## config.mk

```make
export PLATFORM = sky130hd
export DESIGN_NAME = sorted_priority_queue
export DESIGN_NICKNAME = d
export VERILOG_FILES = /design/src/rtl/spq_pkg.sv /design/src/rtl/spq_cell.sv /design/src/rtl/sorted_priority_queue.sv
export SDC_FILE = /design/constraint.sdc
export NUM_CORES = 2
export LEC_CHECK = 0
export BUFFER_PORTS_ARGS = -buffer_cell sky130_fd_sc_hd__clkbuf_2
export CAP_MARGIN = 20
export CORE_AREA = 2 2 352 354
export CTS_CLUSTER_DIAMETER = 60
export CTS_CLUSTER_SIZE = 20
export DETAILED_ROUTE_END_ITERATION = 8
export DIE_AREA = 0 0 354 356
export HOLD_SLACK_MARGIN = 0.15
export PLACE_DENSITY_LB_ADDON = 0.25
export SYNTH_ARGS = -nofsm -noshare
export SYNTH_HDL_FRONTEND = slang
export SYNTH_HIERARCHICAL = 1
export SYNTH_SLANG_ARGS = --single-unit
export TNS_END_PERCENT = 30
```

## constraint.sdc

```tcl
create_clock -name clk -period 10.35 [get_ports clk]
set_clock_uncertainty 0.1 [all_clocks]
set_input_delay 0.5175 -clock clk [delete_from_list [all_inputs] [get_ports clk]]
set_output_delay 0.5175 -clock clk [all_outputs]
set_load 0.005 [all_outputs]
```

## src/rtl/spq_pkg.sv

```systemverilog
// package for the sorted priority queue: field widths, result codes, cell control
`timescale 1ns / 1ps

package spq_pkg;

  // payload widths
  localparam int VAL_W = 32;
  localparam int PRI_W = 16;
  localparam int OCC_W = 5;

  // result status codes
  typedef enum logic [1:0] {
    ST_ENQUEUED = 2'd0,
    ST_FULL     = 2'd1,
    ST_DEQUEUED = 2'd2,
    ST_EMPTY    = 2'd3
  } status_t;

  // input action codes
  typedef enum logic {
    ACT_ENQUEUE = 1'b0,
    ACT_DEQUEUE = 1'b1
  } action_t;

  // control broadcast to every cell in the row
  typedef struct packed {
    logic push;  // insert the new entry, shifting larger ones right
    logic pop;   // remove the head, shifting everything left
  } cell_ctrl_t;

endpackage

```

## src/rtl/spq_cell.sv

```systemverilog
// one storage cell of the sorted row: holds an entry and trades it with its neighbors
`timescale 1ns / 1ps

module spq_cell
  import spq_pkg::*;
(
  input  logic                    clk,
  input  cell_ctrl_t              ctrl,
  input  logic                    occupied,
  input  logic [VAL_W-1:0]        new_value,
  input  logic signed [PRI_W-1:0] new_pri,
  input  logic                    left_gt,
  input  logic [VAL_W-1:0]        left_value,
  input  logic signed [PRI_W-1:0] left_pri,
  input  logic [VAL_W-1:0]        right_value,
  input  logic signed [PRI_W-1:0] right_pri,
  output logic [VAL_W-1:0]        value,
  output logic signed [PRI_W-1:0] pri,
  output logic                    gt
);

  // the new entry belongs at or before this cell
  assign gt = !occupied || (new_pri < pri);

  // entry register, no reset: contents only matter below the fill count
  always_ff @(posedge clk) begin
    priority if (ctrl.push) begin
      if (left_gt) begin
        value <= left_value;
        pri   <= left_pri;
      end else if (gt) begin
        value <= new_value;
        pri   <= new_pri;
      end
    end else if (ctrl.pop) begin
      value <= right_value;
      pri   <= right_pri;
    end
  end

endmodule

```

## src/rtl/sorted_priority_queue.sv

```systemverilog
// top level of the sorted priority queue: cell row, fill count and result register
`timescale 1ns / 1ps

// Bounded priority queue of DEPTH entries kept sorted by signed priority in a row
// of cells, smallest first; equal priorities leave in arrival order. Every input
// transfer yields exactly one result, registered at the edge that takes the item
// and offered from the next cycle. The queue takes one item per cycle while results
// are taken as they come: every cell compares its priority with the new one and
// shifts in the same cycle, so the whole cell row updates at once. The input is
// ready only while the result register is empty or its result leaves in the same
// cycle, so a stalled result holds off the input for as long as the stall lasts.
// An enqueue into a full queue is dropped with status full, a dequeue of an empty
// queue reports status empty; both leave the state alone.
module sorted_priority_queue
  import spq_pkg::*;
#(
  parameter int DEPTH = 16
) (
  input  logic        clk,
  input  logic        rst,
  input  logic        s_tvalid,
  output logic        s_tready,
  input  logic [47:0] s_tdata,   // item_value[31:0], item_priority[47:32]
  input  logic [0:0]  s_tuser,   // action[0]
  output logic        m_tvalid,
  input  logic        m_tready,
  output logic [55:0] m_tdata,   // out_value[31:0], out_priority[47:32],
                                 // occupancy[52:48], zero fill[55:53]
  output logic [1:0]  m_tuser    // status[1:0]
);

  localparam int CW = $clog2(DEPTH + 1);

  logic [CW-1:0]           count;
  logic [CW-1:0]           count_next;
  logic                    accept;
  logic                    full;
  logic                    empty;
  action_t                 action;
  logic [VAL_W-1:0]        item_value;
  logic signed [PRI_W-1:0] item_priority;
  cell_ctrl_t              ctrl;
  status_t                 status;
  status_t                 status_next;
  logic [VAL_W-1:0]        out_value;
  logic [VAL_W-1:0]        out_value_next;
  logic signed [PRI_W-1:0] out_priority;
  logic signed [PRI_W-1:0] out_priority_next;

  logic [VAL_W-1:0]        cell_value [DEPTH];
  logic signed [PRI_W-1:0] cell_pri   [DEPTH];
  logic                    cell_gt    [DEPTH];

  // input unpacking and handshake
  assign action        = action_t'(s_tuser[0]);
  assign item_value    = s_tdata[31:0];
  assign item_priority = s_tdata[47:32];
  assign s_tready      = !m_tvalid || m_tready;
  assign accept        = s_tvalid && s_tready;
  assign full          = (count == CW'(DEPTH));
  assign empty         = (count == '0);

  // decode the transfer into cell control, status and next count
  always_comb begin
    ctrl              = '0;
    count_next        = count;
    status_next       = ST_ENQUEUED;
    out_value_next    = '0;
    out_priority_next = '0;
    unique case (action)
      ACT_ENQUEUE: begin
        if (full) begin
          status_next = ST_FULL;
        end else begin
          ctrl.push   = accept;
          count_next  = count + CW'(1);
          status_next = ST_ENQUEUED;
        end
      end
      ACT_DEQUEUE: begin
        if (empty) begin
          status_next = ST_EMPTY;
        end else begin
          ctrl.pop          = accept;
          count_next        = count - CW'(1);
          status_next       = ST_DEQUEUED;
          out_value_next    = cell_value[0];
          out_priority_next = cell_pri[0];
        end
      end
      default: status_next = ST_EMPTY;
    endcase
  end

  // row of cells, head at index 0
  for (genvar i = 0; i < DEPTH; i++) begin : g_cell
    logic                    left_gt;
    logic [VAL_W-1:0]        left_value;
    logic signed [PRI_W-1:0] left_pri;
    logic [VAL_W-1:0]        right_value;
    logic signed [PRI_W-1:0] right_pri;

    if (i == 0) begin : g_head
      assign left_gt    = 1'b0;
      assign left_value = item_value;
      assign left_pri   = item_priority;
    end else begin : g_mid
      assign left_gt    = cell_gt[i-1];
      assign left_value = cell_value[i-1];
      assign left_pri   = cell_pri[i-1];
    end

    if (i == DEPTH - 1) begin : g_tail
      assign right_value = cell_value[i];
      assign right_pri   = cell_pri[i];
    end else begin : g_body
      assign right_value = cell_value[i+1];
      assign right_pri   = cell_pri[i+1];
    end

    spq_cell u_cell (
      .clk        (clk),
      .ctrl       (ctrl),
      .occupied   (CW'(i) < count),
      .new_value  (item_value),
      .new_pri    (item_priority),
      .left_gt    (left_gt),
      .left_value (left_value),
      .left_pri   (left_pri),
      .right_value(right_value),
      .right_pri  (right_pri),
      .value      (cell_value[i]),
      .pri        (cell_pri[i]),
      .gt         (cell_gt[i])
    );
  end

  // fill count and result valid
  always_ff @(posedge clk) begin
    if (rst) begin
      count    <= '0;
      m_tvalid <= 1'b0;
    end else begin
      if (accept) begin
        count    <= count_next;
        m_tvalid <= 1'b1;
      end else if (m_tready) begin
        m_tvalid <= 1'b0;
      end
    end
  end

  // result payload register
  always_ff @(posedge clk) begin
    if (accept) begin
      status       <= status_next;
      out_value    <= out_value_next;
      out_priority <= out_priority_next;
    end
  end

  // result packing; occupancy shows the count after the transfer
  assign m_tuser = status;
  assign m_tdata = {3'b000, OCC_W'(count), out_priority, out_value};

`ifndef ASSERT_OFF
  a_count_bound: assert property (@(posedge clk) disable iff (rst)
    count <= CW'(DEPTH))
    else $error("fill count above depth");

  a_push_count: assert property (@(posedge clk) disable iff (rst)
    ctrl.push |=> count == $past(count) + CW'(1))
    else $error("enqueue did not grow the count");

  a_head_sorted: assert property (@(posedge clk) disable iff (rst)
    (count >= CW'(2) && DEPTH > 1) |-> cell_pri[0] <= cell_pri[DEPTH > 1 ? 1 : 0])
    else $error("head entry out of order");

  a_empty_result: assert property (@(posedge clk) disable iff (rst)
    (accept && action == ACT_DEQUEUE && empty) |=> status == ST_EMPTY && count == '0)
    else $error("empty dequeue reported wrongly");
`endif

endmodule
```

==> results by group <==
Final layout
  – Area grow syn2layout: 9.98%
  – Final Cell Area: 53,400 um^2
  – Post-layout net count: 4,783
  – Share of layout cells above drive strength 1: 0.0923

Detailed routing
  – # DRC: 0
  – Average wire per standard cell: 19.1 um
  – DR pass1 iterations: 5
  – Total number of vias: 32,565
  – Total wire length: 118 mm
  – Via/cell ratio: 5.26
  – DRT iter0 DRCs: 2,983
  – Post-DRT Antenna Nets: 0

Global routing
  – Grt total ovfl: 0
  – GRT Total Usage: 0.184
  – Initial antenna violation count: 4
  – First-pass GRT wire length: 186 mm
  – Vias in the first global route: 31,230
  – Largest net degree at the start of global routing: 238

Floorplanning
  – Starting Density: 0.396
  – Die ar.: 126,000 um^2
  – Top Ports: 113
  – Cell row count: 129
  – Die Span Y: 356 um
  – Core Footprint: 123,000 um^2
  – Die W: 354 um

Timing
  – Tmin final: 4.90 ns
  – Pin slew with the least headroom to its limit: 1.12 ns
  – Endpoints failing setup: 0
  – Final period util: 0.473
  – RSZ-0062 raised after global routing: no
  – Max-slew headroom: 0.253
  – Sum Neg Setup Slack: 0 ns
  – Max Clock Freq: 204 MHz
  – Setup ws final: 5.45 ns
  – Final Max Slew Viols: 0
  – Fin. Hold Viols: 0

Synth
  – Synthesized cell area: 48,600 um^2
  – Yosys warnings: 6
  – Mean post-synth cell area: 10.8 um^2
  – Gate count of the mapped netlist: 4,510

Run status
  – Status: finished, final reports clean

Critical path
  – Critical path's most frequent cell: buf_4
  – Critical-path cell list: inv_1 > ha_1 > nor3b_1 > a211oi_4 > buf_4 > buf_4 > nor2_1 > nor3b_2 > buf_4
  – Crit Path Class: flop to flop
  – CP Data Arrival Time: 5.08 ns
  – Crit Reg-Reg Startpoint: count[1]$_SDFFE_PP0P_
  – Slowest cell on the critical path: buf_4
  – Crit path max-delay family: buffers and inverters
  – Critical path required time: 10.53 ns
  – Crit path max fanout: 97
  – Nature of the critical path startpoint: flop
  – CP endpoint kind: flop
  – WP buf/inv: 4
  – Worst reg-to-reg path cell count: 9
  – R2r setup slk: 5.45 ns
  – R2R Path End: g_cell[2].u_cell/value[0]$_DFFE_PP_
  – Max incr delay on CP: 0.83 ns

Place
  – Placed inst area: 50,600 um^2
  – Final GP Congestion: 0.873
  – Hpwl dp: 81.2 mm
  – Pre-CTS setup slack: 5.16 ns
  – # port buffers: 109

Min path
  – Worst hold stages: 3
  – Hold Path Sink: m_tvalid$_SDFFE_PP0P_
  – HP Class: input port to flop
  – Min-delay src: m_tready

Clock tree
  – CTS Buf Count: 79
  – Sink Count: 824
  – Insertion delay to the later sink of the worst-skew pair: 0.66 ns
  – Clock buffer depth: 3
  – CTS tree: done
  – Root Driver: clkbuf_16
  – Htree depth: 3
  – Post-CTS Setup Inserts: 0
  – Clock Pin Slew Worst Setup and Hold Paths: 0.07 ns

Power and ir drop
  – P_leak: 24.5 nW
  – Worst VDD drop: 0.000129 V
  – Power per cell area: 193 nW/um^2

Flow run
  – Max cap viols: 0
## area by class of cell
class / count / area [um^2]
Antenna cell: 3 / 7.51
Clock buffer: 85 / 2060
Clock inverter: 59 / 696
Fill cell: 11725 / 69200
Inverter: 288 / 1080
Multi-Input combinational cell: 3117 / 21700
Sequential cell: 824 / 24700
Tap cell: 1637 / 2050
Timing Repair Buffer: 177 / 1120
## worst min-delay path: cells and delay by family
| family | cells | cell delay (ns) |
|---|---|---|
| simple gates | 1 | 0.21 |
| buf+inv | 1 | 0.08 |
| compound gates | 1 | 0.10 |
## through the flow
step / hold WS, ns / power, W / util / cells
2_1_floorplan: 0.424 / 0.00653 / - / 4513
3_3_place_gp: 0.438 / 0.00720 / 0.413 / 6040
3_5_place_dp: 0.447 / 0.00726 / 0.413 / 6040
4_1_cts: 0.171 / 0.0104 / 0.435 / 6186
5_1_grt: 0.212 / 0.0109 / 0.436 / 6189
6_report: 0.217 / 0.0103 / 0.436 / 6190
## power breakdown
| part | internal (W) | switching, W | total [W] |
|---|---|---|---|
| combinational | 0.000970 | 0.00154 | 0.00251 |
| sequential | 0.00436 | 0.000302 | 0.00467 |
| clock | 0.00166 | 0.00147 | 0.00313 |
| total | 0.00700 | 0.00331 | 0.0103 |
## cells in the final DEF (no fill, tap or decap), types with 16 or more instances in the layout
cell and n:
a21oi_1 843, edfxtp_1 818, nor2_1 800, mux2i_1 769, inv_1 287, ha_1 243
clkbuf_2 109, clkbuf_16 82, buf_4 62, nand4_1 55, nand2_1 49, o21ai_0 43
and2_1 30, a21o_1 26, nand2b_1 22, a311oi_1 20, or4_1 20, inv_6 18
nand2b_4 16
## sequential cells by signal, indices dropped and copies added, names as in the netlist
| signal | flops |
|---|---|
| count | 5 |
| m_tvalid | 1 |
| m_tuser | 2 |
| out_priority | 16 |
| g_cell.u_cell/value | 512 |
| out_value | 32 |
| g_cell.u_cell/pri | 256 |
## metal layers
metal  share of wire  track usage  vias up  wire [um]
met5         0.00025            0        -         30
met1            0.52        0.287    15296      61200
met4           0.018       0.0460        4       2140
li1                -            -    16432          -
met3           0.046       0.0228      132       5500
met2            0.42        0.267      701      49400
## how the worst max path moves through the flow
stage                                      from                              endpoint  slack (ns)  depth (start not counted)
after floorplan           count[1]$_SDFFE_PP0P_    g_cell[15].u_cell/pri[0]$_DFFE_PP_        3.36                          8
after global placement              s_tdata[47]  g_cell[2].u_cell/value[26]$_DFFE_PP_        5.16                         13
after detailed placement            s_tdata[45]  g_cell[3].u_cell/value[26]$_DFFE_PP_        5.16                         13
after CTS                 count[1]$_SDFFE_PP0P_   g_cell[2].u_cell/value[0]$_DFFE_PP_        5.42                          9
after global routing      count[1]$_SDFFE_PP0P_   g_cell[2].u_cell/value[0]$_DFFE_PP_        5.13                          9
final                     count[1]$_SDFFE_PP0P_   g_cell[2].u_cell/value[0]$_DFFE_PP_        5.45                          9
## repair_timing
item / in CTS / in global routing
resized for setup: 0 / 0
endpoints found under the hold margin: 6 / 0
hold buffers: 2 / 0
endpoints found under the setup margin: 0 / 0
(Power assumes the default switching activity.)
